## config.mk

```make
export PLATFORM = sky130hd
export DESIGN_NAME = rolling_zscore_spread_signal_flat
export DESIGN_NICKNAME = d
export VERILOG_FILES = /design/src/sv/rzs_pkg.sv /design/src/sv/rzs_price_if.sv /design/src/sv/rzs_signal_if.sv /design/src/sv/rzs_ctrl.sv /design/src/sv/rzs_datapath.sv /design/src/sv/rolling_zscore_spread_signal.sv /design/src/flat_wrapper.sv
export SDC_FILE = /design/constraint.sdc
export NUM_CORES = 2
export LEC_CHECK = 0
export ABC_AREA = 1
export BUFFER_PORTS_ARGS = -buffer_cell sky130_fd_sc_hd__buf_2
export CORE_MARGIN = 2
export CORE_UTILIZATION = 45
export DETAILED_ROUTE_END_ITERATION = 12
export GPL_TIMING_DRIVEN = 0
export PLACE_DENSITY = 0.67
export SLEW_MARGIN = 15
export SYNTH_ARGS = -nofsm -noshare
export SYNTH_HDL_FRONTEND = slang
export SYNTH_SLANG_ARGS = --single-unit
```

## constraint.sdc

```tcl
create_clock -name clk -period 15.6 [get_ports clk]
set_clock_uncertainty 0.1 [all_clocks]
set_input_delay 0.78 -clock clk [delete_from_list [all_inputs] [get_ports clk]]
set_output_delay 0.78 -clock clk [all_outputs]
set_load 0.01 [all_outputs]
```

## src/sv/rzs_pkg.sv

```systemverilog
// Shared constants, codes and command struct for the rolling z-score spread signal.
// Depends on nothing; every other file imports it.
package rzs_pkg;

    // Window length and derived widths
    localparam int WINDOW   = 8;
    localparam int LOG_W    = $clog2(WINDOW);
    localparam int IDX_W    = LOG_W;
    localparam int CNT_W    = $clog2(WINDOW + 1);
    localparam int PRICE_W  = 24;
    localparam int SPREAD_W = PRICE_W + 1;
    localparam int SUM_W    = SPREAD_W + LOG_W;
    localparam int SQR_W    = 2 * PRICE_W;
    localparam int SQ_W     = SQR_W + LOG_W;
    localparam int DMAG_W   = PRICE_W + LOG_W + 1;
    localparam int D_W      = DMAG_W + 1;
    localparam int PROD_W   = 2 * DMAG_W;
    localparam int VAR_W    = SQR_W + 2 * LOG_W;
    localparam int CMP_W    = PROD_W + 5;
    localparam int SIG_W    = 2;

    // |z| < 0.8 test as 25*d*d < 16*V
    localparam int INNER_NUM = 25;
    localparam int INNER_DEN = 16;

    // Result codes
    localparam logic [SIG_W-1:0] SIG_ABOVE  = 2'd0;
    localparam logic [SIG_W-1:0] SIG_BELOW  = 2'd1;
    localparam logic [SIG_W-1:0] SIG_INSIDE = 2'd2;
    localparam logic [SIG_W-1:0] SIG_NONE   = 2'd3;

    // Shared multiplier operand select
    localparam int MSEL_W = 2;
    localparam logic [MSEL_W-1:0] MSEL_X   = 2'd0;
    localparam logic [MSEL_W-1:0] MSEL_OLD = 2'd1;
    localparam logic [MSEL_W-1:0] MSEL_SUM = 2'd2;
    localparam logic [MSEL_W-1:0] MSEL_D   = 2'd3;

    // Controller to datapath commands
    typedef struct packed {
        logic              load;
        logic              full;
        logic [IDX_W-1:0]  slot;
        logic              mul_en;
        logic [MSEL_W-1:0] mul_sel;
        logic              scale;
        logic              commit;
        logic              out_load;
    } rzs_cmd_t;

endpackage

```

## src/sv/rzs_price_if.sv

```systemverilog
// Input channel: one beat carries two prices.
// Depends on rzs_pkg for the price width.
interface rzs_price_if;
    import rzs_pkg::*;

    logic               valid;
    logic               ready;
    logic [PRICE_W-1:0] price_a;
    logic [PRICE_W-1:0] price_b;

    modport source (output valid, output price_a, output price_b, input ready);
    modport sink   (input valid, input price_a, input price_b, output ready);
endinterface

```

## src/sv/rzs_signal_if.sv

```systemverilog
// Output channel: one beat carries one signal code.
// Depends on rzs_pkg for the code width.
interface rzs_signal_if;
    import rzs_pkg::*;

    logic             valid;
    logic             ready;
    logic [SIG_W-1:0] signal;

    modport source (output valid, output signal, input ready);
    modport sink   (input valid, input signal, output ready);
endinterface

```

## src/sv/rzs_ctrl.sv

```systemverilog
// Sequencer for the rolling z-score block: fill count, ring slot, output valid.
// Depends on rzs_pkg for widths and the command struct.
module rzs_ctrl (
    input  logic             clk,
    input  logic             rst_n,
    input  logic             in_valid,
    output logic             in_ready,
    output logic             out_valid,
    input  logic             out_ready,
    output rzs_pkg::rzs_cmd_t cmd
);
    import rzs_pkg::*;

    localparam logic [2:0] ST_IDLE  = 3'd0;
    localparam logic [2:0] ST_MUL_X = 3'd1;
    localparam logic [2:0] ST_MUL_O = 3'd2;
    localparam logic [2:0] ST_MUL_S = 3'd3;
    localparam logic [2:0] ST_MUL_D = 3'd4;
    localparam logic [2:0] ST_SCALE = 3'd5;
    localparam logic [2:0] ST_DONE  = 3'd6;

    localparam logic [CNT_W-1:0] FULL_CNT  = CNT_W'(WINDOW);
    localparam logic [IDX_W-1:0] LAST_SLOT = IDX_W'(WINDOW - 1);

    logic [2:0]       state_reg, state_next;
    logic [CNT_W-1:0] fill_reg, fill_next;
    logic [IDX_W-1:0] slot_reg, slot_next;
    logic             score_reg, score_next;
    logic             out_valid_reg, out_valid_next;
    logic             full;

    assign full = (fill_reg == FULL_CNT);

    // Next-state and command decode
    always_comb
    begin
        state_next  = state_reg;
        fill_next   = fill_reg;
        slot_next   = slot_reg;
        score_next  = score_reg;
        in_ready    = 1'b0;
        cmd         = '0;
        cmd.slot    = slot_reg;
        case (state_reg)
            ST_IDLE:
            begin
                in_ready = 1'b1;
                if (in_valid)
                begin
                    cmd.load   = 1'b1;
                    cmd.full   = full;
                    score_next = full;
                    if (!full)
                        fill_next = fill_reg + 1'b1;
                    state_next = ST_MUL_X;
                end
            end
            ST_MUL_X:
            begin
                cmd.mul_en  = 1'b1;
                cmd.mul_sel = MSEL_X;
                state_next  = ST_MUL_O;
            end
            ST_MUL_O:
            begin
                cmd.mul_en  = 1'b1;
                cmd.mul_sel = MSEL_OLD;
                state_next  = ST_MUL_S;
            end
            ST_MUL_S:
            begin
                cmd.mul_en  = 1'b1;
                cmd.mul_sel = MSEL_SUM;
                state_next  = ST_MUL_D;
            end
            ST_MUL_D:
            begin
                cmd.mul_en  = 1'b1;
                cmd.mul_sel = MSEL_D;
                state_next  = ST_SCALE;
            end
            ST_SCALE:
            begin
                cmd.scale  = 1'b1;
                state_next = ST_DONE;
            end
            ST_DONE:
            begin
                // hold while a scored result cannot enter the output register
                if (!score_reg || !out_valid_reg || out_ready)
                begin
                    cmd.commit   = 1'b1;
                    cmd.out_load = score_reg;
                    slot_next    = (slot_reg == LAST_SLOT) ? '0 : slot_reg + 1'b1;
                    state_next   = ST_IDLE;
                end
            end
            default:
            begin
                state_next = ST_IDLE;
            end
        endcase
    end

    // Output valid: set on load, cleared when the beat is taken
    always_comb
    begin
        if (cmd.out_load)
            out_valid_next = 1'b1;
        else if (out_ready)
            out_valid_next = 1'b0;
        else
            out_valid_next = out_valid_reg;
    end

    assign out_valid = out_valid_reg;

    always_ff @(posedge clk or negedge rst_n)
    begin
        if (!rst_n)
        begin
            state_reg     <= ST_IDLE;
            fill_reg      <= '0;
            slot_reg      <= '0;
            score_reg     <= 1'b0;
            out_valid_reg <= 1'b0;
        end
        else
        begin
            state_reg     <= state_next;
            fill_reg      <= fill_next;
            slot_reg      <= slot_next;
            score_reg     <= score_next;
            out_valid_reg <= out_valid_next;
        end
    end

endmodule

```

## src/sv/rzs_datapath.sv

```systemverilog
// Datapath: spread ring memory, running sums, shared squarer and z-score compare.
// Depends on rzs_pkg for widths, codes and the command struct.
module rzs_datapath (
    input  logic                       clk,
    input  logic                       rst_n,
    input  rzs_pkg::rzs_cmd_t          cmd,
    input  logic [rzs_pkg::PRICE_W-1:0] price_a,
    input  logic [rzs_pkg::PRICE_W-1:0] price_b,
    output logic [rzs_pkg::SIG_W-1:0]   signal
);
    import rzs_pkg::*;

    localparam logic signed [D_W-1:0] WIN_D = D_W'(WINDOW);

    // Spread ring, no reset: slots not yet written are never read
    logic signed [SPREAD_W-1:0] ring_mem [WINDOW];
    logic signed [SPREAD_W-1:0] old_reg;

    logic signed [SPREAD_W-1:0] x_reg;
    logic signed [SUM_W-1:0]    sum_reg;
    logic [SQ_W-1:0]            sq_reg;
    logic signed [D_W-1:0]      d_reg;
    logic [SQR_W-1:0]           xx_reg;
    logic [SQR_W-1:0]           oo_reg;
    logic [VAR_W-1:0]           ss_reg;
    logic [PROD_W-1:0]          dd_reg;
    logic [VAR_W-1:0]           wq_reg;
    logic [VAR_W-1:0]           v_reg;
    logic [CMP_W-1:0]           dd25_reg;
    logic [CMP_W-1:0]           v16_reg;
    logic [SIG_W-1:0]           sig_reg;

    logic signed [SPREAD_W-1:0] x_next;
    logic [DMAG_W-1:0]          mul_op;
    logic [PROD_W-1:0]          mul_prod;
    logic signed [D_W-1:0]      d_next;
    logic [SIG_W-1:0]           sig_next;
    logic                       gt_unit;

    function automatic logic [DMAG_W-1:0] mag_of(input logic signed [D_W-1:0] v);
        logic signed [D_W-1:0] m;
        m = v[D_W-1] ? -v : v;
        return m[DMAG_W-1:0];
    endfunction

    assign x_next = $signed({1'b0, price_a}) - $signed({1'b0, price_b});
    assign d_next = WIN_D * D_W'(x_reg) - D_W'(sum_reg);

    // Shared squarer, operand chosen by the sequencer
    always_comb
    begin
        case (cmd.mul_sel)
            MSEL_X:   mul_op = mag_of(D_W'(x_reg));
            MSEL_OLD: mul_op = mag_of(D_W'(old_reg));
            MSEL_SUM: mul_op = mag_of(D_W'(sum_reg));
            MSEL_D:   mul_op = mag_of(d_reg);
            default:  mul_op = '0;
        endcase
    end

    assign mul_prod = PROD_W'(mul_op) * PROD_W'(mul_op);

    // Classification from registered squares
    assign gt_unit = (CMP_W'(dd_reg) > CMP_W'(v_reg));

    always_comb
    begin
        if (gt_unit && !d_reg[D_W-1])
            sig_next = SIG_ABOVE;
        else if (gt_unit && d_reg[D_W-1])
            sig_next = SIG_BELOW;
        else if (dd25_reg < v16_reg)
            sig_next = SIG_INSIDE;
        else
            sig_next = SIG_NONE;
    end

    // Ring read on accept, write on commit
    always_ff @(posedge clk)
    begin
        if (cmd.load)
            old_reg <= cmd.full ? ring_mem[cmd.slot] : '0;
        if (cmd.commit)
            ring_mem[cmd.slot] <= x_reg;
    end

    // Working registers
    always_ff @(posedge clk)
    begin
        if (cmd.load)
            x_reg <= x_next;
        if (cmd.mul_en)
        begin
            case (cmd.mul_sel)
                MSEL_X:
                begin
                    xx_reg <= mul_prod[SQR_W-1:0];
                    d_reg  <= d_next;
                end
                MSEL_OLD:
                begin
                    oo_reg <= mul_prod[SQR_W-1:0];
                end
                MSEL_SUM:
                begin
                    ss_reg <= mul_prod[VAR_W-1:0];
                    wq_reg <= VAR_W'(sq_reg) * VAR_W'(WINDOW);
                end
                MSEL_D:
                begin
                    dd_reg <= mul_prod;
                    v_reg  <= wq_reg - ss_reg;
                end
                default:
                begin
                    d_reg <= d_reg;
                end
            endcase
        end
        if (cmd.scale)
        begin
            dd25_reg <= CMP_W'(dd_reg) * CMP_W'(INNER_NUM);
            v16_reg  <= CMP_W'(v_reg) * CMP_W'(INNER_DEN);
        end
        if (cmd.out_load)
            sig_reg <= sig_next;
    end

    // Running sums over the window
    always_ff @(posedge clk or negedge rst_n)
    begin
        if (!rst_n)
        begin
            sum_reg <= '0;
            sq_reg  <= '0;
        end
        else if (cmd.commit)
        begin
            sum_reg <= sum_reg - SUM_W'(old_reg) + SUM_W'(x_reg);
            sq_reg  <= sq_reg - SQ_W'(oo_reg) + SQ_W'(xx_reg);
        end
    end

    assign signal = sig_reg;

endmodule

```

## src/sv/rolling_zscore_spread_signal.sv

```systemverilog
// Top level of the rolling z-score spread signal block.
// Depends on rzs_pkg, rzs_price_if, rzs_signal_if, rzs_ctrl and rzs_datapath.
//
//  channel  | dir | payload            | beat
//  ---------+-----+--------------------+----------------------------------
//  prices   | in  | price_a, price_b   | one pair of prices
//  result   | out | signal             | one code, only once the window is full
//
// Each item goes through an accept, four passes through the single
// shared squarer (x, oldest spread, window sum, deviation), one scale, one commit.
// Reset clears the sums, fill count, ring slot and sequencer at once; the ring
// itself needs no clearing since a slot is read only after it has been written.
// A waiting result does not block the next item; the sequencer holds at commit
// only if a second result would overwrite an unread one.
module rolling_zscore_spread_signal (
    input logic         clk,
    input logic         rst_n,
    rzs_price_if.sink   prices,
    rzs_signal_if.source result
);
    import rzs_pkg::*;

    rzs_cmd_t cmd;

    rzs_ctrl u_ctrl (
        .clk       (clk),
        .rst_n     (rst_n),
        .in_valid  (prices.valid),
        .in_ready  (prices.ready),
        .out_valid (result.valid),
        .out_ready (result.ready),
        .cmd       (cmd)
    );

    rzs_datapath u_dp (
        .clk     (clk),
        .rst_n   (rst_n),
        .cmd     (cmd),
        .price_a (prices.price_a),
        .price_b (prices.price_b),
        .signal  (result.signal)
    );

endmodule

```

## src/flat_wrapper.sv

```systemverilog
// flat-port wrapper written by rule: the top's interface ports become plain ports
module rolling_zscore_spread_signal_flat import rzs_pkg::*;
  (clk, rst_n, prices_valid, prices_price_a, prices_price_b, prices_ready, result_valid, result_signal, result_ready);
  rzs_price_if prices_i ();
  rzs_signal_if result_i ();
  input logic clk;
  input logic rst_n;
  input wire logic [$bits(prices_i.valid)-1:0] prices_valid;
  input wire logic [$bits(prices_i.price_a)-1:0] prices_price_a;
  input wire logic [$bits(prices_i.price_b)-1:0] prices_price_b;
  output wire logic [$bits(prices_i.ready)-1:0] prices_ready;
  output wire logic [$bits(result_i.valid)-1:0] result_valid;
  output wire logic [$bits(result_i.signal)-1:0] result_signal;
  input wire logic [$bits(result_i.ready)-1:0] result_ready;
  assign prices_i.valid = prices_valid;
  assign prices_i.price_a = prices_price_a;
  assign prices_i.price_b = prices_price_b;
  assign prices_ready = prices_i.ready;
  assign result_valid = result_i.valid;
  assign result_signal = result_i.signal;
  assign result_i.ready = result_ready;
  rolling_zscore_spread_signal u_core (.clk(clk), .rst_n(rst_n), .prices(prices_i), .result(result_i));
endmodule
```

## Word-level counts from Yosys, hierarchy flattened

Memory sizes are Yosys's and may differ from the RTL's. A register that Yosys moved wholly into a read port is not among the register bits.
Cells that the tools add are included.

| word-level totals | value |
|---|---|
| word-level logic and storage cells | 93 |
| flip-flop bits (word level) | 573 |
| memory bits (writable) | 200 |
| input port bits | 52 |
| output and inout port bits | 4 |
| memories kept | 1 |
| latch bits | 0 |
| ROM bits | 0 |

| operators by class | value |
|---|---|
| equal/unequal tests | 13 |
| bitwise logic cells | 1 |
| $mul | 2 |
| shift operators | 0 |
| magnitude comparators | 2 |
| div/mod/pow operators | 0 |
| mux-type cells | 22 |
| $add $sub $neg | 13 |
| reduce and logical (&&, ||, !) cells | 20 |

Memories:

| memory | depth | width | read ports | clocked after memory_dff | wr ports | RTL line | source |
|---|---|---|---|---|---|---|---|
| u_core.u_dp.ring_mem | 8 | 25 | 1 | 1 | 1 | rzs_datapath.sv:16 | `logic signed [SPREAD_W-1:0] ring_mem [WINDOW];` |

Operators by type and width:

| kind | number |
|---|---|
| two-way mux 28 bit | 4 |
| case mux 28 bit (4 select lines) | 1 |
| < comparator 61 x 58 -> 1 bit | 1 |
| multiplier 56 x 5 -> 61 bit (second input constant) | 1 |
| greater-than comparator 56 x 54 -> 1 bit | 1 |
| multiplier 28 x 28 -> 56 bit | 1 |
| negation 25 -> 28 bit | 2 |
| negation 28 bit | 2 |
| subtractor 54 bit | 1 |
| adder 51 x 48 -> 51 bit | 1 |
| subtractor 51 x 48 -> 51 bit | 1 |
| subtractor 28 x 28 -> 29 bit | 1 |
| adder 28 x 25 -> 28 bit | 1 |
| subtractor 28 x 25 -> 28 bit | 1 |
| subtractor 24 x 24 -> 25 bit | 1 |
| case mux 3 bit (7 select lines) | 1 |
| AND reduction 2 bit | 7 |
| equality test 3 bit (second input constant) | 4 |
| case mux 3 bit (4 select lines) | 1 |
| two-way mux 3 bit | 3 |
| two-way mux 1 bit | 8 |
| two-way mux 2 bit | 4 |
| equality test 3 x 2 -> 1 bit (second input constant) | 2 |
| adder 4 x 1 -> 4 bit (second input constant) | 1 |
| 15 further kinds | 22 |

## Longest topological paths before layout

| logic depth | value |
|---|---|
| depth in word-level cells | 7 |
| gate-level depth with buffers | 44 |
| gate-level depth less buffers | 43 |

## Modules after synthesis

Synthesis repeated with hierarchy kept, for this count alone.

| second synthesis, totals | value |
|---|---|
| cell total of the unflattened synthesis | 9083 |
| area total of the unflattened synthesis | 77200.3 sq um |

By module, submodules not included:

| module | times used | cells each | area each (sq um) |
|---|---|---|---|
| rzs_datapath | 1 | 8998 | 76494.6 |
| rzs_ctrl | 1 | 85 | 705.7 |

## Worst setup path after synthesis

OpenSTA, ideal clock, no wires.

| timing | value |
|---|---|
| path type | register -> register |
| start point | reg u_core.u_ctrl.state_reg[0] |
| end point | reg u_core.u_dp.dd_reg[43] (data pin) |
| required time | 15.320 ns |
| setup slack | 5.237 ns |
| cell stages (with the launch flop) | 33 |
| arrival | 10.083 ns |
| cells stage by stage | dfrtp_1 nor2_1 nand2_1 inv_2 buf_1 nand3_1 nand2_1 nor2_1 nand2_1 o21ai_2 buf_4 nor2_1 fa_1 fa_1 inv_1 fa_1 inv_1 fa_1 fa_1 fa_1 inv_1 fa_1 inv_1 ha_1 nand2_1 nor2_1 inv_1 nor2_1 inv_1 nor4_1 nand3_1 nand4_1 xor2_1 |

| between the ends | value |
|---|---|
| cells in the longest elaborated chain, start to end | 5 |
| elaborated cells on any way between the ends | 11 |
| classes of those cells | mul: 1; eq/ne: 7; mux: 2; reduce/logical: 1 |

RTL lines:

| what | RTL line | source |
|---|---|---|
| start: declaration | rzs_ctrl.sv:25 | `logic [2:0] state_reg, state_next;` |
| start signal: assignment | rzs_ctrl.sv:130 | `state_reg <= state_next;` |
| equality test 3 bit (tied with other cells) | rzs_ctrl.sv:44 | `case (state_reg)` |
| case mux 3 bit (4 select lines) * | rzs_ctrl.sv:44 |  |
| equality test 2 bit (tied with other cells) | rzs_datapath.sv:52 | `case (cmd.mul_sel)` |
| case mux 28 bit (4 select lines) * | rzs_datapath.sv:52 |  |
| multiplier 28 x 28 -> 56 bit * | rzs_datapath.sv:61 | `assign mul_prod = PROD_W'(mul_op) * PROD_W'(mul_op);` |
| net u_core.u_dp.mul_prod[43] | rzs_datapath.sv:35 | `logic [PROD_W-1:0] mul_prod;` |
| end signal: assignment | rzs_datapath.sv:111 | `dd_reg <= mul_prod;` |
| end: declaration | rzs_datapath.sv:26 | `logic [PROD_W-1:0] dd_reg;` |

Mark *: on every way through the listed nets, which the timed path passes. The rest lies on a longest branch.
A chain may end at the register's enable or synchronous reset.

## Worst setup path after layout

| timing | value |
|---|---|
| start point | reg u_core.u_dp.d_reg[28] |
| end point | reg u_core.u_dp.oo_reg[42] (data pin) |

| between the ends | value |
|---|---|
| cells in the longest elaborated chain, start to end | 3 |

RTL lines:

| what | RTL line | source |
|---|---|---|
| start: declaration | rzs_datapath.sv:22 | `logic signed [D_W-1:0] d_reg;` |
| start signal: assignment | rzs_datapath.sv:98 | `d_reg <= d_next;` |
| start signal: assignment | rzs_datapath.sv:116 | `d_reg <= d_reg;` |
| two-way mux 28 bit | rzs_datapath.sv:42 | `m = v[D_W-1] ? -v : v;` |
| case mux 28 bit (4 select lines) | rzs_datapath.sv:52 |  |
| multiplier 28 x 28 -> 56 bit | rzs_datapath.sv:61 |  |
| net u_core.u_dp.mul_prod[42] | rzs_datapath.sv:35 |  |
| end signal: assignment | rzs_datapath.sv:102 | `oo_reg <= mul_prod[SQR_W-1:0];` |
| end: declaration | rzs_datapath.sv:24 | `logic [SQR_W-1:0] oo_reg;` |

The timed path passes the listed nets, and every way through them passes these cells.

==> out/metrics.yaml <==
run_status:
  status: "finished clean"
global_routing:
  grt_pass1_wl_um: 383000
  grt_overflow_total: 0
  grt.total_usage: 0.295
  grt_max_degree: 90
  grt_pass1_vias: 63117
  antenna_found_initial: 18
yosys:
  ys_seq_area_frac: 0.303
  synth_flop_cell: "edfxtp_1"
  ys_warn_count: 0
  synth_edf_count: 697
  syn_area_sq_mm: 0.0766
  synth_cell_type_count: 52
  syn_inst: 9072
  async_reset_ff_frac: 0.115
  ys_ff_latch: 788
  syn_area_per_cell_sq_um: 8.44
clocking:
  cts_buffer_depth: 3
  clockRootBuffer: "clkbuf_16"
  insertion_delay_ps: 710
  tritoncts: "built"
  cts_made_buffers: 87
  clk_pin_slew_ps: 70
  clkSinkCount: 788
  cts_max_level: 3
final_layout:
  num-fill-cells: 16082
  multi_input_area_sq_mm: 0.0449
  drive_gt1_frac: 0.0362
  largest_reg_flops: 200
  finalNetCount: 10703
  syn2layout_area_growth_pct: 8.64
  register_area_sq_mm: 0.0232
  finalInstanceArea_sq_mm: 0.0832
placed_design:
  dpl_worst_slack_ps: 4270
  place.gp.congestion: 1.02
  place_area_sq_mm: 0.0802
  dp_hpwl_um: 209000
  numPortBuffers: 55
worst_setup_path:
  crit_required_ps: 15800
  cp.arrival_ps: 11650
  reg2reg_depth: 27
  start_kind: "flop"
  timing.rr.end: "u_core.u_dp.oo_reg[42]"
  worstPathMaxFanout: 10
  path_class: "flop to flop"
  rrSetupSlack_ps: 4150
  r2r_start: "u_core.u_dp.d_reg[28]"
  worst_setup_path_end_kind: "flop"
timing:
  tightest_slew_ps: 1450
  clock.fmax_mhz: 87.3
  setup_viol: 0
  setup_ws_ps: 4150
  period_share: 0.734
  drv_slew: 0
  tns_ps: 0
  rsz0062_at_grt: "no"
  worst_slew_margin_rel: 0.0311
  timing.final.crit_period_ps: 11450
  hold_viol_final: 0
  whs_ps: 196
floorplanning:
  core_sq_mm: 0.169
  rows: 151
  start_util: 0.453
  die_area_sq_mm: 0.173
  die_y_um: 416
  die_w_um: 416
  io_pins: 56
min_path:
  hp-start: "result_ready"
  hold_depth: 2
  hold_class: "primary input to flop"
  hold_end: "u_core.u_ctrl.out_valid"
routing:
  num_vias: 62800
  drt-vias-per-instance: 5.44
  wl_per_cell_um: 22.1
  wirelength_um: 255000
  drt_pass1_iterations: 7
  drc_errors: 0
  drt_iter0_drc: 6393
  ant_nets: 0
run:
  cap_violations: 0
metrics by stage:
stage	utilization	instances
after floorplan	-	9073
after global placement	0.471	11346
after detailed placement	0.475	11367
after CTS	0.492	11529
after global routing	0.492	11531
final	0.492	11539
cells in the final DEF, fill, tap and decap left out, types with 14 or more instances in the layout:
cell       Yosys  final
a21boi_0      14     14
a21o_1        40     40
a21oi_1      458    458
a31oi_1       52     52
a41oi_1       25     25
buf_2         63    117
clkbuf_1      71     88
clkbuf_16      0     89
clkinv_1       5     19
dfrtp_1       91     91
edfxtp_1     697    697
fa_1         736    736
ha_1         675    675
inv_1       2093   2093
inv_2         15     15
nand2_1     1481   1481
nand3_1      353    353
nand3b_1      16     16
nand4_1       85     85
nor2_1      1127   1115
nor3_1        78     78
nor4_1        20     20
o211ai_1      18     18
o21a_1        19     19
o21ai_0      450    450
o21bai_1      54     54
xnor2_1       76     75
xor2_1       163    159
worst max path at each step:
stage,cells after the start,end,slack [ps],from
after CTS,29,u_core.u_dp.ss_reg[41],4260,u_core.u_ctrl.state_reg[2]
after global placement,32,u_core.u_dp.xx_reg[43],690,u_core.u_ctrl.state_reg[0]
final,27,u_core.u_dp.oo_reg[42],4150,u_core.u_dp.d_reg[28]
after global routing,29,u_core.u_dp.ss_reg[41],3980,u_core.u_dp.d_reg[28]
after floorplan,32,u_core.u_dp.dd_reg[43],5240,u_core.u_ctrl.state_reg[0]
after detailed placement,29,u_core.u_dp.oo_reg[41],4270,u_core.u_ctrl.state_reg[2]
layer usage:
metal / vias up / global-route usage / wire length [um]
met5: - / 0 / 69
li1: 28973 / - / -
met4: 8 / 0.128 / 12200
met1: 30459 / 0.405 / 108000
met2: 2828 / 0.459 / 112000
met3: 532 / 0.0509 / 22400
kinds of logic after synthesis:
| logic type | count (synthesis) | share of synthesized area |
|---|---|---|
| buffers and inverters | 2260 | 0.112 |
| AOI/OAI and AO/OA | 1176 | 0.0849 |
| DFF | 788 | 0.303 |
| adders and majority gates | 1411 | 0.303 |
| and+or+nand+nor | 3196 | 0.170 |
| other | 1 | 0.0000490 |
| xor gates and xnor gates | 239 | 0.0273 |
| muxes | 1 | 0.000131 |
critical path, cell delays in order (launching register included):
cell	delay, ps
edfxtp_1	340
clkbuf_1	500
clkbuf_1	670
nand2_1	170
o21ai_0	600
o211ai_1	200
a21oi_2	810
inv_1	420
buf_2	380
nand2_1	180
fa_1	460
fa_1	560
inv_1	50
fa_1	520
fa_1	470
fa_1	530
fa_1	550
inv_1	60
fa_1	720
inv_1	80
ha_1	410
a21oi_1	320
o21ai_0	210
a21oi_1	160
o21ai_0	160
nand2_1	100
nand3_1	100
xor2_1	1120
area by class of cell:
| type | instances | area share |
|---|---|---|
| sequential | 788 | 0.279 |
| multi-input combinational | 6025 | 0.540 |
| inverter | 2113 | 0.0954 |
| tap | 2218 | 0.0334 |
| buffer | 147 | 0.00782 |
| timing repair buffer | 78 | 0.00958 |
| clock buffer | 109 | 0.0279 |
| clock inverter | 52 | 0.00665 |
| antenna | 9 | 0.000271 |
what timing repair did:
item,CTS,global route
resized for setup,0,0
setup buffers,0,0
endpoints found under the hold margin,35,0
hold buffers,1,0
synthesized netlist by cell type (3+ instances only):
master	instances	area (sq um)
fa_1	736	14700
a211oi_1	6	45.0
nor4_1	20	125
o21ai_0	450	2250
nor2_1	1127	4230
a21oi_1	458	2290
buf_4	3	22.5
edfxtp_1	697	20900
inv_1	2093	7860
clkinv_1	5	18.8
a31oi_1	52	325
a21o_1	40	300
ha_1	675	8450
xnor2_1	76	666
xor2_1	163	1430
buf_1	10	37.5
nand2_1	1481	5560
nand2_2	3	18.8
o21bai_1	54	405
o22ai_1	11	68.8
inv_2	15	56.3
nand3b_1	16	120
o21a_1	19	143
nand4_1	85	532
a21boi_0	14	105
nor3_1	78	390
a41oi_1	25	219
dfrtp_1	91	2280
nand3_1	353	1770
o21ai_2	5	43.8
clkbuf_1	71	267
o211ai_1	18	135
buf_2	63	315
o31ai_1	4	30.0
and3_1	10	62.6
o21ai_1	11	55.1
or2_2	11	68.8
o2111ai_1	3	26.3
Power is not shown: default switching activity piles up to over one toggle a cycle in this logic, so the estimate is an artifact.
